==> src/rtl/plob_pkg.sv <==
// Shared constants, types and encoder functions of the price-level order book.
// No dependencies.
package plob_pkg;

    localparam int NUM_TICKS    = 1024;
    localparam int TICK_BITS    = $clog2(NUM_TICKS);
    localparam int QTY_BITS     = 31;
    localparam int CELL_WIDTH   = 32;
    localparam int CELL_BITS    = $clog2(CELL_WIDTH);
    localparam int NUM_CELLS    = NUM_TICKS / CELL_WIDTH;
    localparam int CELL_ID_BITS = TICK_BITS - CELL_BITS;

    localparam logic [QTY_BITS-1:0] QTY_MAX = '1;

    typedef enum logic [2:0] {
        ST_IDLE,
        ST_ADD_RD,
        ST_ADD_WR,
        ST_MKT_LOOK,
        ST_MKT_TAKE,
        ST_WAIT1,
        ST_WAIT2,
        ST_RESULT
    } state_t;

    // Occupancy update broadcast to all cells; side 1 = bid book.
    typedef struct packed {
        logic                 set;
        logic                 clr;
        logic                 side;
        logic [TICK_BITS-1:0] tick;
    } occ_cmd_t;

    typedef struct packed {
        logic                 bid_any;
        logic [CELL_BITS-1:0] bid_idx;
        logic                 ask_any;
        logic [CELL_BITS-1:0] ask_idx;
    } cell_sum_t;

    typedef struct packed {
        logic                 bid_present;
        logic [TICK_BITS-1:0] best_bid;
        logic                 ask_present;
        logic [TICK_BITS-1:0] best_ask;
    } book_top_t;

    function automatic logic [CELL_BITS-1:0] hi_slot(input logic [CELL_WIDTH-1:0] v);
        logic [CELL_BITS-1:0] r;
        r = '0;
        for (int i = 0; i < CELL_WIDTH; i++)
            if (v[i]) r = CELL_BITS'(i);
        return r;
    endfunction

    function automatic logic [CELL_BITS-1:0] lo_slot(input logic [CELL_WIDTH-1:0] v);
        logic [CELL_BITS-1:0] r;
        r = '0;
        for (int i = CELL_WIDTH - 1; i >= 0; i--)
            if (v[i]) r = CELL_BITS'(i);
        return r;
    endfunction

    function automatic logic [CELL_ID_BITS-1:0] hi_cell(input logic [NUM_CELLS-1:0] v);
        logic [CELL_ID_BITS-1:0] r;
        r = '0;
        for (int i = 0; i < NUM_CELLS; i++)
            if (v[i]) r = CELL_ID_BITS'(i);
        return r;
    endfunction

    function automatic logic [CELL_ID_BITS-1:0] lo_cell(input logic [NUM_CELLS-1:0] v);
        logic [CELL_ID_BITS-1:0] r;
        r = '0;
        for (int i = NUM_CELLS - 1; i >= 0; i--)
            if (v[i]) r = CELL_ID_BITS'(i);
        return r;
    endfunction

endpackage

==> src/rtl/plob_cell.sv <==
// One cell of the occupancy row: a slice of bid and ask occupancy bits
// with a registered local best. Depends on plob_pkg.
module plob_cell
    import plob_pkg::*;
(
    input  logic                    clk,
    input  logic                    rst_n,
    input  logic [CELL_ID_BITS-1:0] cell_id,
    input  occ_cmd_t                cmd,
    output cell_sum_t               sum,
    output logic                    bit_at
);

    logic [CELL_WIDTH-1:0] bid_reg, bid_next;
    logic [CELL_WIDTH-1:0] ask_reg, ask_next;
    cell_sum_t             sum_reg, sum_next;
    logic                  sel;
    logic [CELL_BITS-1:0]  slot;

    assign sel  = (cmd.tick[TICK_BITS-1:CELL_BITS] == cell_id);
    assign slot = cmd.tick[CELL_BITS-1:0];

    always_comb
    begin
        bid_next = bid_reg;
        ask_next = ask_reg;
        if (sel && (cmd.set || cmd.clr))
        begin
            if (cmd.side)
                bid_next[slot] = cmd.set;
            else
                ask_next[slot] = cmd.set;
        end
    end

    always_comb
    begin
        sum_next.bid_any = |bid_reg;
        sum_next.bid_idx = hi_slot(bid_reg);
        sum_next.ask_any = |ask_reg;
        sum_next.ask_idx = lo_slot(ask_reg);
    end

    always_ff @(posedge clk or negedge rst_n)
    begin
        if (!rst_n)
        begin
            bid_reg <= '0;
            ask_reg <= '0;
            sum_reg <= '0;
        end
        else
        begin
            bid_reg <= bid_next;
            ask_reg <= ask_next;
            sum_reg <= sum_next;
        end
    end

    assign sum    = sum_reg;
    assign bit_at = cmd.side ? bid_reg[slot] : ask_reg[slot];

endmodule

==> config.mk <==
export PLATFORM = sky130hd
export DESIGN_NAME = plob_cell
export DESIGN_NICKNAME = d
export VERILOG_FILES = /design/src/rtl/plob_pkg.sv /design/src/rtl/plob_cell.sv
export SDC_FILE = /design/constraint.sdc
export NUM_CORES = 1
export LEC_CHECK = 0
export BUFFER_PORTS_ARGS = -buffer_cell sky130_fd_sc_hd__buf_4
export CAP_MARGIN = 20
export CORE_MARGIN = 2
export CORE_UTILIZATION = 35
export DETAILED_ROUTE_END_ITERATION = 10
export SETUP_SLACK_MARGIN = 0.15
export SYNTH_ARGS = -nofsm -noshare
export SYNTH_HDL_FRONTEND = slang
export SYNTH_SLANG_ARGS = --single-unit
==> constraint.sdc <==
create_clock -name clk -period 3.3 [get_ports clk]
set_input_delay 0.165 -clock clk [delete_from_list [all_inputs] [get_ports clk]]
set_output_delay 0.165 -clock clk [all_outputs]
set_load 0.01 [all_outputs]
After elaboration in Yosys (flattened, before gate mapping)

Index checks and enable logic that the tools add are counted.
W data, S select, Z words.

Magnitude comparators: 2
Eq/ne operators: 1
Muxes and demuxes: 72
Bitwise logic cells: 1
Reductions and logical operators: 7

Operators by type and width:

| cell                 | count |
|---|---|
| $mux W5              | 62 |
| $bwmux W32           | 2 |
| $reduce_or A32 Y1    | 2 |
| $bmux W1 S5          | 2 |
| $lt A5 B6 Y1 const B | 1 |
| $demux W1 S5         | 1 |
| $eq A5 B5 Y1         | 1 |
| $ge A5 B1 Y1 const B | 1 |
| $mux W1              | 5 |
| $reduce_and A2 Y1    | 2 |
| $logic_and A1 B1 Y1  | 2 |
| $logic_or A1 B1 Y1   | 1 |
| $not A1 Y1           | 1 |

Flip-flop bits (word level): 76
Word-level logic and storage cells: 89

Logic depth before layout (Yosys ltp)

Depth in word-level cells: 32
Gate-level depth with buffers: 8
Gate-level depth less buffers: 6

Worst setup path after synthesis

OpenSTA, ideal clock, no wires.

Path type: in2out
Start: input port cmd[1] (netlist name)
End: output port bit_at
Data arrival time: 1.653 ns
Required time: 3.135 ns
Path slack: 1.482 ns
Stages: 7
Cell sequence: buf_2 > buf_2 > buf_2 > mux4_2 > a311oi_1 > a21oi_1 > o21a_1

Word-level cells in the longest chain between the ends: 3
Elaborated cells between the ends (all ways): 5
Those cells by class: 5 x mux

RTL lines:

| what                          | RTL line        | text |
|---|---|---|
| start, declared               | plob_cell.sv:9  | `input occ_cmd_t cmd,` |
| $bmux W1 S5                   | plob_cell.sv:61 | `assign bit_at = cmd.side ? bid_reg[slot] : ask_reg[slot];` |
| $mux W1 (not written as such) | plob_cell.sv:61 |  |
| $mux W1 (*)                   | plob_cell.sv:61 |  |
| end, declared                 | plob_cell.sv:11 | `output logic bit_at` |

Mark *: on every way between the ends. The rest lies on a longest branch, timed or not. The select of a mux whose other input is x is not followed.

Worst setup path after layout

Start: register ask_reg[9]
End: output port bit_at

Word-level cells in the longest chain between the ends: 3

RTL lines:

| what                          | RTL line        | text |
|---|---|---|
| start, declared               | plob_cell.sv:15 | `logic [CELL_WIDTH-1:0] ask_reg, ask_next;` |
| start signal, assigned        | plob_cell.sv:55 | `ask_reg <= ask_next;` |
| $bmux W1 S5                   | plob_cell.sv:61 |  |
| $mux W1 (not written as such) | plob_cell.sv:61 |  |
| $mux W1                       | plob_cell.sv:61 |  |

Every way passes these cells. The select of a mux whose other input is x is not followed.

==> flow_summary.ini <==
[grt]
grt_overflow = 0
grt_usage_pct = 17.3
grt_start_max_net_pins = 77
antenna_found_initial = 0
grt_pass1_wl_mm = 18.0
grt_pass1_vias = 3423

[drt]
drtAntennaViolNets = 0
drc = 0
drt_iter0_markers = 185
wl_per_cell_um = 16.8
drt_wl_total_mm = 10.7
vias = 3378
firstDrtPassIters = 4
vias_per_cell = 5.31

[outcome]
violations = hold timing
status = complete, but fails checks

[worst_setup_path]
crit_path_max_fanout = 5
cp-end-kind = primary output
endpoint = bit_at
r2r_start = bid_reg[24]
worstSetupStartpointType = flop
cp-startpoint = ask_reg[9]
worstSetupPathType = reg -> out
ff2ff_path_depth = 4
r2r_end = sum[11]
ff2ff_setup_slack_ps = 1480
cp_slowest_stage_delay_ps = 470
arrival_ps = 2170
cp_data_required_time_ps = 3130
slowest_stage = mux4_2
crit_chain = mux4_2, mux2i_1, o21ai_0, a311oi_1, a21oi_1, o21a_1, buf_4

[clock_network]
cts_resized = 0
ctsHoldBuffers = 0
clock_latency_ps = 350
numClockSinks = 76
clk_pin_slew_ps = 50
root_buffer = clkbuf_16
cts_buffers = 9
cts_tree = done
clockBufferDepth = 2
cts.htree.levels = 3
cts_setup_buffers = 0

[synth]
ys.flop_type = dfrtp_1
syn_nets = 457
ys_seq_area_share_pct = 42.8
avgSynthCellArea_um2 = 10.2
synthArstFlopShare_pct = 100
synth_edf_count = 0
syn_area_um2 = 4450
yosys_warnings = 0
synth_cell_types = 50
synth_cells = 437
synth_seq_cells = 76

[power_and_ir_drop]
power.density_nw_per_um2 = 440
power.leakage_nw = 2.29
vdd_ir_drop_max_mv = 0.247

[final_layout]
layout-drive-gt1-share_pct = 28.2
fillers = 1244
stdcell_count = 636
nets = 481
area_growth_pct = 14.4
diodes = 0

[placed_design]
place.gp.congestion = 0.849
port_buffers = 32
hpwl_mm = 7.44
dpl.cell_count = 622

[die]
initial_core_util_pct = 35.5
rows = 41
die-area_um2 = 13600
fp.dieH_um = 117
die_x_um = 117
io_pins = 33
core_area_um2 = 12500

[timing]
fin_skew_ps = 6.59
fin_crit_sh_pct = 70.8
fin_crit_ps = 2340
max_slew_margin_pct = 36.0
drv_slew = 0
hold_viol_final = 31
setup_viol = 0
rsz0062_at_grt = no
worst_pin_slew_ps = 960
max_freq_mhz = 428
worst_hold_slack_ps = -43.8
setup_tns_ps = 0

[min_path]
hp-class = in -> async

[run]
maxCapViolations = 0
==> cell families (layout without fill, tap and decap cells) <==
| kind of cell | count (synthesis) | in the layout | synth area share, % |
|---|---|---|---|
| buffers and inverters | 32 | 59 | 3.15 |
| XOR/XNOR | 5 | 5 | 0.985 |
| AND/OR/NAND/NOR | 182 | 182 | 19.9 |
| multiplexers | 84 | 84 | 24.7 |
| AO/OA/AOI/OAI | 58 | 58 | 8.50 |
| flip-flops | 76 | 76 | 42.8 |
==> worst min path at each step <==
stage	startpoint	to	slack, ps
after global routing	rst_n	bid_reg[30]	50
after global placement	rst_n	bid_reg[24]	380
after floorplan	rst_n	ask_reg[0]	-130
after CTS	rst_n	bid_reg[9]	30
final	rst_n	bid_reg[30]	-40
after detailed placement	rst_n	bid_reg[24]	390
==> synthesized netlist by cell type, types with 2 or more instances <==
cell type | instances | area share [%]
dfrtp_1 | 76 | 43
or4_1 | 2 | 0.34
o211ai_1 | 3 | 0.51
buf_2 | 6 | 0.68
xor2_1 | 5 | 0.99
a31oi_1 | 7 | 0.99
mux2i_1 | 5 | 1.1
a211oi_1 | 3 | 0.51
inv_1 | 13 | 1.1
nand3_1 | 8 | 0.90
mux2_2 | 62 | 16
nor2b_1 | 5 | 0.70
and3_1 | 3 | 0.42
and3b_1 | 2 | 0.39
o31ai_1 | 6 | 1.0
mux2_1 | 3 | 0.76
a21oi_1 | 15 | 1.7
nand3b_1 | 5 | 0.84
nor3_1 | 10 | 1.1
mux4_2 | 14 | 7.1
a221o_1 | 2 | 0.45
nor3b_1 | 3 | 0.51
nand2_1 | 52 | 4.4
nor4_1 | 7 | 0.99
clkbuf_1 | 9 | 0.76
nor2_1 | 70 | 5.9
or3b_2 | 2 | 0.39
o21bai_1 | 5 | 0.84
nand4_1 | 2 | 0.28
a311oi_1 | 2 | 0.39
o2111ai_1 | 2 | 0.39
nor3b_4 | 2 | 0.84
o21ai_0 | 9 | 1.0
==> critical path, delay by kind of cell (launching register included) <==
family	cells	cell delay [ps]
buf+inv	1	140
mux	2	640
flops	1	430
compound gates	4	620
==> cells in the final DEF (no fill, tap or decap), types with 2 or more instances in the layout <==
master	n
o31ai_1	6
nand2_1	52
clkbuf_8	3
o21ai_0	9
nor3b_1	3
or4_1	2
nor2_1	70
nor3b_4	2
mux4_2	14
nor4_1	7
a311oi_1	2
a21oi_1	15
clkbuf_16	9
nor2b_1	5
nand3_1	8
o21bai_1	5
a211oi_1	3
nand4_1	2
nor3_1	10
and3b_1	2
o211ai_1	3
xor2_1	5
clkinv_2	2
mux2i_1	5
inv_1	13
mux2_2	62
nand3b_1	5
buf_4	32
o2111ai_1	2
or3b_2	2
mux2_1	3
a31oi_1	7
and3_1	3
dfrtp_1	76
a221o_1	2
==> final cells by class <==
class                      count  area [um2]  area share, %
clock buffer                  12         267           5.24
clock inverter                 2        10.0          0.197
inverter                      13        48.8          0.959
multi-input combinational    329        2400           47.3
sequential                    76        1900           37.4
tap                          172         215           4.23
timing repair buffer          32         240           4.72
==> metal layers <==
layer | wire length, um | GRT usage (%) | vias to the layer above | part of all wire (%)
li1 | - | - | 1619 | -
met3 | 365 | 4.00 | 20 | 3.4
met4 | 216 | 6.04 | 0 | 2.0
met2 | 5350 | 29.4 | 61 | 50
met1 | 4740 | 21.7 | 1678 | 44
met5 | 0 | 0 | - | 0
==> power breakdown <==
group / switching [mW] / internal (mW) / leakage [nW]
registers: 0.0286 / 0.982 / 1.05
logic: 0.166 / 0.140 / 1.09
clock network: 0.361 / 0.559 / 0.140
total: 0.556 / 1.68 / 2.29
==> per-stage QoR <==
stage | setup WS, ps | total power, mW | util [%] | hold WS [ps] | instance area (um2)
final | 963 | 2.24 | 40.6 | -43.8 | 5090
after global routing | 852 | 2.34 | 40.6 | 49.9 | 5090
after CTS | 960 | 2.27 | 40.6 | 31.9 | 5090
after global placement | 1120 | 1.33 | 38.4 | 381 | 4810
after floorplan | 1480 | 1.20 | - | -131 | 4450
after detailed placement | 1090 | 1.33 | 38.4 | 391 | 4810
Power figures use the tool's default switching activity.
