==> src/rtl/plob_pkg.sv <==
// Shared constants, types and encoder functions of the price-level order book.
// No dependencies.
package plob_pkg;

    localparam int NUM_TICKS    = 1024;
    localparam int TICK_BITS    = $clog2(NUM_TICKS);
    localparam int QTY_BITS     = 31;
    localparam int CELL_WIDTH   = 32;
    localparam int CELL_BITS    = $clog2(CELL_WIDTH);
    localparam int NUM_CELLS    = NUM_TICKS / CELL_WIDTH;
    localparam int CELL_ID_BITS = TICK_BITS - CELL_BITS;

    localparam logic [QTY_BITS-1:0] QTY_MAX = '1;

    typedef enum logic [2:0] {
        ST_IDLE,
        ST_ADD_RD,
        ST_ADD_WR,
        ST_MKT_LOOK,
        ST_MKT_TAKE,
        ST_WAIT1,
        ST_WAIT2,
        ST_RESULT
    } state_t;

    // Occupancy update broadcast to all cells; side 1 = bid book.
    typedef struct packed {
        logic                 set;
        logic                 clr;
        logic                 side;
        logic [TICK_BITS-1:0] tick;
    } occ_cmd_t;

    typedef struct packed {
        logic                 bid_any;
        logic [CELL_BITS-1:0] bid_idx;
        logic                 ask_any;
        logic [CELL_BITS-1:0] ask_idx;
    } cell_sum_t;

    typedef struct packed {
        logic                 bid_present;
        logic [TICK_BITS-1:0] best_bid;
        logic                 ask_present;
        logic [TICK_BITS-1:0] best_ask;
    } book_top_t;

    function automatic logic [CELL_BITS-1:0] hi_slot(input logic [CELL_WIDTH-1:0] v);
        logic [CELL_BITS-1:0] r;
        r = '0;
        for (int i = 0; i < CELL_WIDTH; i++)
            if (v[i]) r = CELL_BITS'(i);
        return r;
    endfunction

    function automatic logic [CELL_BITS-1:0] lo_slot(input logic [CELL_WIDTH-1:0] v);
        logic [CELL_BITS-1:0] r;
        r = '0;
        for (int i = CELL_WIDTH - 1; i >= 0; i--)
            if (v[i]) r = CELL_BITS'(i);
        return r;
    endfunction

    function automatic logic [CELL_ID_BITS-1:0] hi_cell(input logic [NUM_CELLS-1:0] v);
        logic [CELL_ID_BITS-1:0] r;
        r = '0;
        for (int i = 0; i < NUM_CELLS; i++)
            if (v[i]) r = CELL_ID_BITS'(i);
        return r;
    endfunction

    function automatic logic [CELL_ID_BITS-1:0] lo_cell(input logic [NUM_CELLS-1:0] v);
        logic [CELL_ID_BITS-1:0] r;
        r = '0;
        for (int i = NUM_CELLS - 1; i >= 0; i--)
            if (v[i]) r = CELL_ID_BITS'(i);
        return r;
    endfunction

endpackage

==> src/rtl/plob_best.sv <==
// Second level of the best-price search across the cell row, registered.
// Depends on plob_pkg.
module plob_best
    import plob_pkg::*;
(
    input  logic      clk,
    input  logic      rst_n,
    input  cell_sum_t sums [NUM_CELLS],
    output book_top_t top
);

    logic [NUM_CELLS-1:0]    bid_vec, ask_vec;
    logic [CELL_ID_BITS-1:0] bid_c, ask_c;
    book_top_t               top_reg, top_next;

    always_comb
    begin
        for (int i = 0; i < NUM_CELLS; i++)
        begin
            bid_vec[i] = sums[i].bid_any;
            ask_vec[i] = sums[i].ask_any;
        end
        bid_c = hi_cell(bid_vec);
        ask_c = lo_cell(ask_vec);
        top_next.bid_present = |bid_vec;
        top_next.ask_present = |ask_vec;
        top_next.best_bid = (|bid_vec) ? {bid_c, sums[bid_c].bid_idx} : '0;
        top_next.best_ask = (|ask_vec) ? {ask_c, sums[ask_c].ask_idx} : '0;
    end

    always_ff @(posedge clk or negedge rst_n)
    begin
        if (!rst_n)
            top_reg <= '0;
        else
            top_reg <= top_next;
    end

    assign top = top_reg;

endmodule

==> config.mk <==
export PLATFORM = sky130hd
export DESIGN_NAME = plob_best
export DESIGN_NICKNAME = d
export VERILOG_FILES = /design/src/rtl/plob_pkg.sv /design/src/rtl/plob_best.sv
export SDC_FILE = /design/constraint.sdc
export NUM_CORES = 1
export LEC_CHECK = 0
export BUFFER_PORTS_ARGS = -buffer_cell sky130_fd_sc_hd__buf_2
export CORE_AREA = 4 4 154 156
export CTS_BUF_LIST = sky130_fd_sc_hd__clkbuf_8
export CTS_CLUSTER_SIZE = 20
export DETAILED_ROUTE_END_ITERATION = 8
export DIE_AREA = 0 0 158 160
export PLACE_DENSITY = 0.5
export SETUP_SLACK_MARGIN = 0.5
export SYNTH_ARGS = -nofsm -noshare
export SYNTH_HDL_FRONTEND = slang
export SYNTH_SLANG_ARGS = --single-unit
==> constraint.sdc <==
create_clock -name clk -period 0.8 [get_ports clk]
set_input_delay 0.08 -clock clk [delete_from_list [all_inputs] [get_ports clk]]
set_output_delay 0.08 -clock clk [all_outputs]
set_load 0.02 [all_outputs]
### Word level (Yosys, flattened, before mapping)

Index checks and enable logic that the tools add are counted.

| operators by class | value |
|---|---|
| order comparisons | 2 |
| multiplexer cells | 71 |
| reduce and logical (&&, ||, !) cells | 2 |
| bitwise gates (word level) | 2 |

Operator list:

| kind | number |
|---|---|
| two-way mux 5 bit | 63 |
| binary-select mux 12 bit (select 5 bit) | 2 |
| OR reduction 32 bit | 2 |
| two-way mux 11 bit | 2 |
| two-way mux 10 bit | 2 |
| >= comparator 6 bit (second input constant) | 2 |
| NOT 5 -> 6 bit | 2 |
| two-way mux 2 bit | 1 |
| two-way mux 1 bit | 1 |

| storage, ports and cells | value |
|---|---|
| output and inout bits | 22 |
| word-level logic and storage cells | 81 |
| input bits | 386 |
| register bits after elaboration | 22 |

### Depth between registers and ports, before layout

Gate-level depths: netlist (run 1).

| depth | value |
|---|---|
| depth after elaboration | 37 |
| gate-level depth with buffers | 15 |
| gate-level depth less buffers | 12 |

### Worst setup path after synthesis (run 1)

Ideal clock, no wire load.

| timing path | value |
|---|---|
| path kind | input port to flip-flop |
| start | in sums[251] (netlist name) |
| end | reg top_reg (netlist bit top[11]) |
| arrival | 2194 ps |
| required time | 671 ps |
| setup time | 129 ps |
| cell stages on the path | 10 |
| slack | -1523 ps |
| path buffers | 2 |
| cells stage by stage | or4_1 -> o21ai_1 -> a31oi_1 -> or4b_1 -> a31oi_1 -> buf_2 -> buf_1 -> nand3_1 -> nand4_1 -> nand3_1 |

RTL lines:

| item | line | text |
|---|---|---|
| from (decl) | plob_best.sv:8 | `input cell_sum_t sums [NUM_CELLS],` |
| to (signal assigned) | plob_best.sv:36 | `top_reg <= top_next;` |
| to (decl) | plob_best.sv:14 | `book_top_t top_reg, top_next;` |

==> out/metrics.yaml, run 1 <==
fin_area_um2: 9180
synthDistinctLibCells: 55
die_x_um: 158
dieArea_um2: 25300
coreArea_um2: 22400
setup_viol: 44
worst_slew_pin_slew_ps: 482
violations: "hold timing, setup timing"
period_needed_ps: 2210
synth_nets: 1073
cts_sinks: 22
power.total_mw: 7.07
crit_required_ps: 990
crit_arrival_ps: 2410
most-common-layout-cells: "buf_2 (373), nand2_1 (173), buf_4 (119)"
yosysTopAreaCell: "nand2_1"
seqPwrFrac_pct: 17.8
crit_path_max_fanout: 8
synthesis.area_um2: 4290
drt_wl_total_um: 27700
worst_slew_margin_rel_pct: 67.8
ioPinCount: 408
grt_overflow: 0
grt_pass1_vias: 7368
gp_congestion: 0.863
post_dp_cell_area_um2: 7810
htree_levels: 1
ys_seq_area_share_pct: 12.8
max_freq_mhz: 452
irDropWorstVdd_mv: 0.454
via_per_inst: 4.88
dr.pass1.iters: 5
hold_viol: 22
synthCells: 687
netSwitchingFraction_pct: 39.9
grt_pass1_wl_um: 40100
worstSetupPathType: "input port to flip-flop"
fp.dieH_um: 160
synth_seq_cells: 22
cts_root_buf: "clkbuf_8"
synthFlopType: "dfrtp_1"
drv_slew: 0
hold_slack_ps: -263
syn_avg_cell_area_um2: 6.25
synth_top_area_share_pct: 15.2
fin_nets: 1603
cap_violations: 0
p_sw_mw: 2.82
start_kind: "input port"
dp_slack_ps: -1980
final_util_pct: 41.0
setup_tns_ps: -20130
initial_utilization_pct: 19.2
vias: 7354
antenna_found_initial: 5
yosys_warnings: 0
grt_max_degree: 47
setup_ws_ps: -1410
p_leak_nw: 4.45
route.detailed.drc: 0
final_common_cell: "buf_2"
rows: 55
first_iter_violations: 441
cts_buffer_depth: 2
period_share_pct: 277
cts-buffers-inserted: 3
grt_use_total_pct: 20.0
p_int_mw: 4.25
crit_path_start: "sums[17]"
syn_to_final_growth_pct: 114
power_density_nw_per_um2: 770
drive_gt1_share_pct: 58.3
synth.area.top_cells: "nand2_1 (15%), mux2i_1 (13%), dfrtp_1 (13%)"
largest_reg_flops: 22
status: "finished with violations"
rsz0062_at_grt: "true"
clockPowerShare_pct: 12.3
clk_pin_slew_ps: 100
postSynth.asyncResetShare_pct: 100
wire_per_inst_um: 18.4
end_kind: "flip-flop"
cts_tree: "yes"
crit_path_end: "top[0]"
synth_enable_flop_cells: 0
hold_path.class: "input port to async pin"
antenna_left: 0
portBuffers: 407
dp_hpwl_um: 22800
comb_power_share_pct: 69.8
## stage by stage
| stage | instances | hold WS, ps |
|---|---|---|
| after global routing | 1506 | -267 |
| after global placement | 1463 | 45.9 |
| final | 1506 | -263 |
| after detailed placement | 1463 | 44.0 |
| after floorplan | 687 | -216 |
| after CTS | 1495 | -268 |
## cell type report
type | count | area, um^2
antenna | 5 | 12.5
clock buffer | 4 | 55.1
multi-input combinational | 602 | 4210
inverter | 15 | 73.8
tap | 285 | 357
timing repair buffer | 572 | 3900
timing repair inverter | 1 | 16.3
fill | 2381 | 13200
sequential | 22 | 551
## metal layers
| metal | global-route usage [%] | up-vias | wire [um] |
|---|---|---|---|
| li1 | - | 3589 | - |
| met1 | 26.9 | 3421 | 11800 |
| met2 | 33.7 | 307 | 13400 |
| met3 | 2.66 | 37 | 1890 |
| met4 | 4.77 | 0 | 564 |
| met5 | 0 | - | 0 |
## power groups by stage
stage | logic, mW | registers (mW) | clock network (mW)
4_1_cts | 4.77 | 1.26 | 0.942
3_3_place_gp | 3.99 | 1.27 | 0
6_report | 4.94 | 1.26 | 0.873
5_1_grt | 5.31 | 1.27 | 0.985
2_1_floorplan | 1.72 | 1.37 | 0
3_5_place_dp | 3.98 | 1.26 | 0
## logic make-up after synthesis
group	after synthesis	synth area share [%]
simple gates	373	38.9
mux	72	17.3
flops	22	12.8
buf+inv	63	6.33
compound gates	157	24.7
## worst max-delay path, cell delays in order
cell and delay (ps):
buf_6 90, nand2b_4 120, a221o_1 300, a21oi_2 140
a211oi_2 100, nor3_4 140, buf_6 140, nand2b_4 120
clkinv_8 110, buf_6 90, mux2i_1 60, mux2_4 280
a221oi_4 310, o221ai_2 130, a31oi_1 180
## worst min path at each step
stage,startpoint,to,slack (ps),depth (start not counted)
2_1_floorplan,rst_n,top[0],-220,0
3_3_place_gp,rst_n,top[15],50,2
3_5_place_dp,rst_n,top[15],40,2
4_1_cts,rst_n,top[15],-270,2
5_1_grt,rst_n,top[15],-270,2
6_report,rst_n,top[15],-260,2
## timing repair
action / in CTS / in global routing
cloned: 6 / 0
setup endpoints to repair: 44 / 44
pin swaps: 47 / 36
buffers inserted: 22 / 6
endpoints found under the hold margin: 22 / 22
resized for setup: 171 / 42
## cell usage after synthesis (all sizes together), types with 8 or more instances
cell      n
nand2   174
nand3    63
nor2     58
mux2i    56
a31oi    41
clkbuf   27
o21ai    26
dfrtp    22
buf      21
a21oi    20
nor3     18
mux2     16
nor4     15
inv      14
nand4    13
a22oi    11
o211ai   11
or2       8
Note: power is estimated with default switching activity, not from simulation.
==> run 2: changes to the inputs <==
- ABC_AREA: default -> 0
- PLACE_DENSITY: 0.5 -> 0.58
- SLEW_MARGIN: default -> 0
==> run 2 against run 1 <==
Compared with the run above:
- the run still ends with hold timing, setup timing left
- core utilization rose by 1.2 points
- die area is the same
- flip-flop and latch count is the same
- sequential share of layout area shrank 0.17 points
- design area increased by 2.8%
- largest power group unchanged
==> out/metrics.yaml, run 2 (same netlist as run 1, synthesis figures left out) <==
antenna_found_initial: 1
via_per_inst: 4.96
rsz0062_at_grt: "true"
drive_gt1_share_pct: 59.6
wire_per_inst_um: 18.6
crit_path_max_fanout: 8
dr_wl_met2_um: 13900
fp.dieH_um: 160
hold_viol: 22
dr.pass1.iters: 5
htree_levels: 1
grt_use_total_pct: 20.1
grt_pass1_vias: 7503
coreArea_um2: 22400
drv_slew: 0
drt_wl_total_um: 28300
final_common_cell: "buf_2"
status: "finished with violations"
routed-wl-met3_um: 2020
rows: 55
power_density_nw_per_um2: 776
cts-buffers-inserted: 3
setup_ws_ps: -1470
worst_slew_pin_slew_ps: 635
ioPinCount: 408
routed.top_layer: "met4"
violations: "hold timing, setup timing"
route.detailed.drc: 0
fin_nets: 1621
crit_required_ps: 960
dp_hpwl_um: 22800
cts_sinks: 22
worst_slew_margin_rel_pct: 57.2
grt_pass1_wl_um: 40400
grt_max_degree: 30
post_dp_cell_area_um2: 7890
irDropWorstVdd_mv: 0.457
period_share_pct: 284
worstSetupPathType: "input port to flip-flop"
finalNonFillerCells: 1520
vias: 7545
most-common-layout-cells: "buf_2 (366), nand2_1 (171), buf_4 (138)"
cts_root_buf: "clkbuf_8"
first_iter_violations: 438
hold_slack_ps: -268
cts_buffer_depth: 2
dpl.cell_count: 1477
crit_arrival_ps: 2430
final_util_pct: 42.2
end_kind: "flip-flop"
setup_viol: 44
max_freq_mhz: 441
antenna_left: 0
fin_area_um2: 9440
initial_utilization_pct: 19.2
start_kind: "input port"
grt_overflow: 0
portBuffers: 407
power.total_mw: 7.33
die_x_um: 158
largest_reg_flops: 22
dp_slack_ps: -1900
period_needed_ps: 2270
clk_pin_slew_ps: 100
gp_congestion: 0.898
cap_violations: 0
p_leak_nw: 4.57
cts_tree: "yes"
setup_tns_ps: -20800
hold_path.class: "input port to async pin"
dieArea_um2: 25300
syn_to_final_growth_pct: 120
wl_met1_um: 12000
## run 2: changes by cell type in the layout (fill, tap and decap cells not counted), sizes merged
cell,delta
buf,+15
bufbuf,+2
diode,-4
clkinv,+1
## run 2: area by class of cell
type | instances | area, um^2
clock buffers | 4 | 55.1
fillers | 2282 | 12900
repair inverters | 2 | 25.0
flip-flops and latches | 22 | 551
well taps | 285 | 357
multi-input cells | 602 | 4260
repair buffers | 589 | 4110
inverters | 15 | 76.3
diodes | 1 | 2.50
## run 2: routing by layer
metal,track usage [%],vias up
li1,-,3619
met1,27.2,3543
met2,34.3,347
met3,2.95,36
met4,3.57,0
met5,0,-
## run 2: repair_timing
item / 4_1_cts / 5_1_grt
gates resized for setup: 179 / 65
setup buffers: 19 / 10
setup endpoints to repair: 44 / 44
hold endpoints to repair: 22 / 22
gates cloned: 9 / 0
pin swaps: 24 / 26
## run 2: power by group
group	internal [mW]	total [mW]	switching, mW
combinational	2.72	5.15	2.43
sequential	1.20	1.26	0.0623
clock	0.442	0.917	0.475
total	4.36	7.33	2.96
## run 2: final timing paths
kind / cells past startpoint / slack [ps] / endpoint / start
worst max-delay path: 12 / -1470 / top[15] / sums[251]
worst min-delay path: 2 / -270 / top[6] / rst_n
max in group asynchronous: 2 / 910 / top[21] / rst_n
min in group clk: 4 / 130 / top[21] / sums[323]
## run 2: worst max-delay path: stages
cell	delay (ps)
buf_6	90
or4_4	530
o21ai_4	140
a31oi_2	120
or4b_4	540
nand3_4	130
and2_4	230
buf_12	150
buf_8	130
a31oi_1	90
nand4_1	100
nand3_1	90
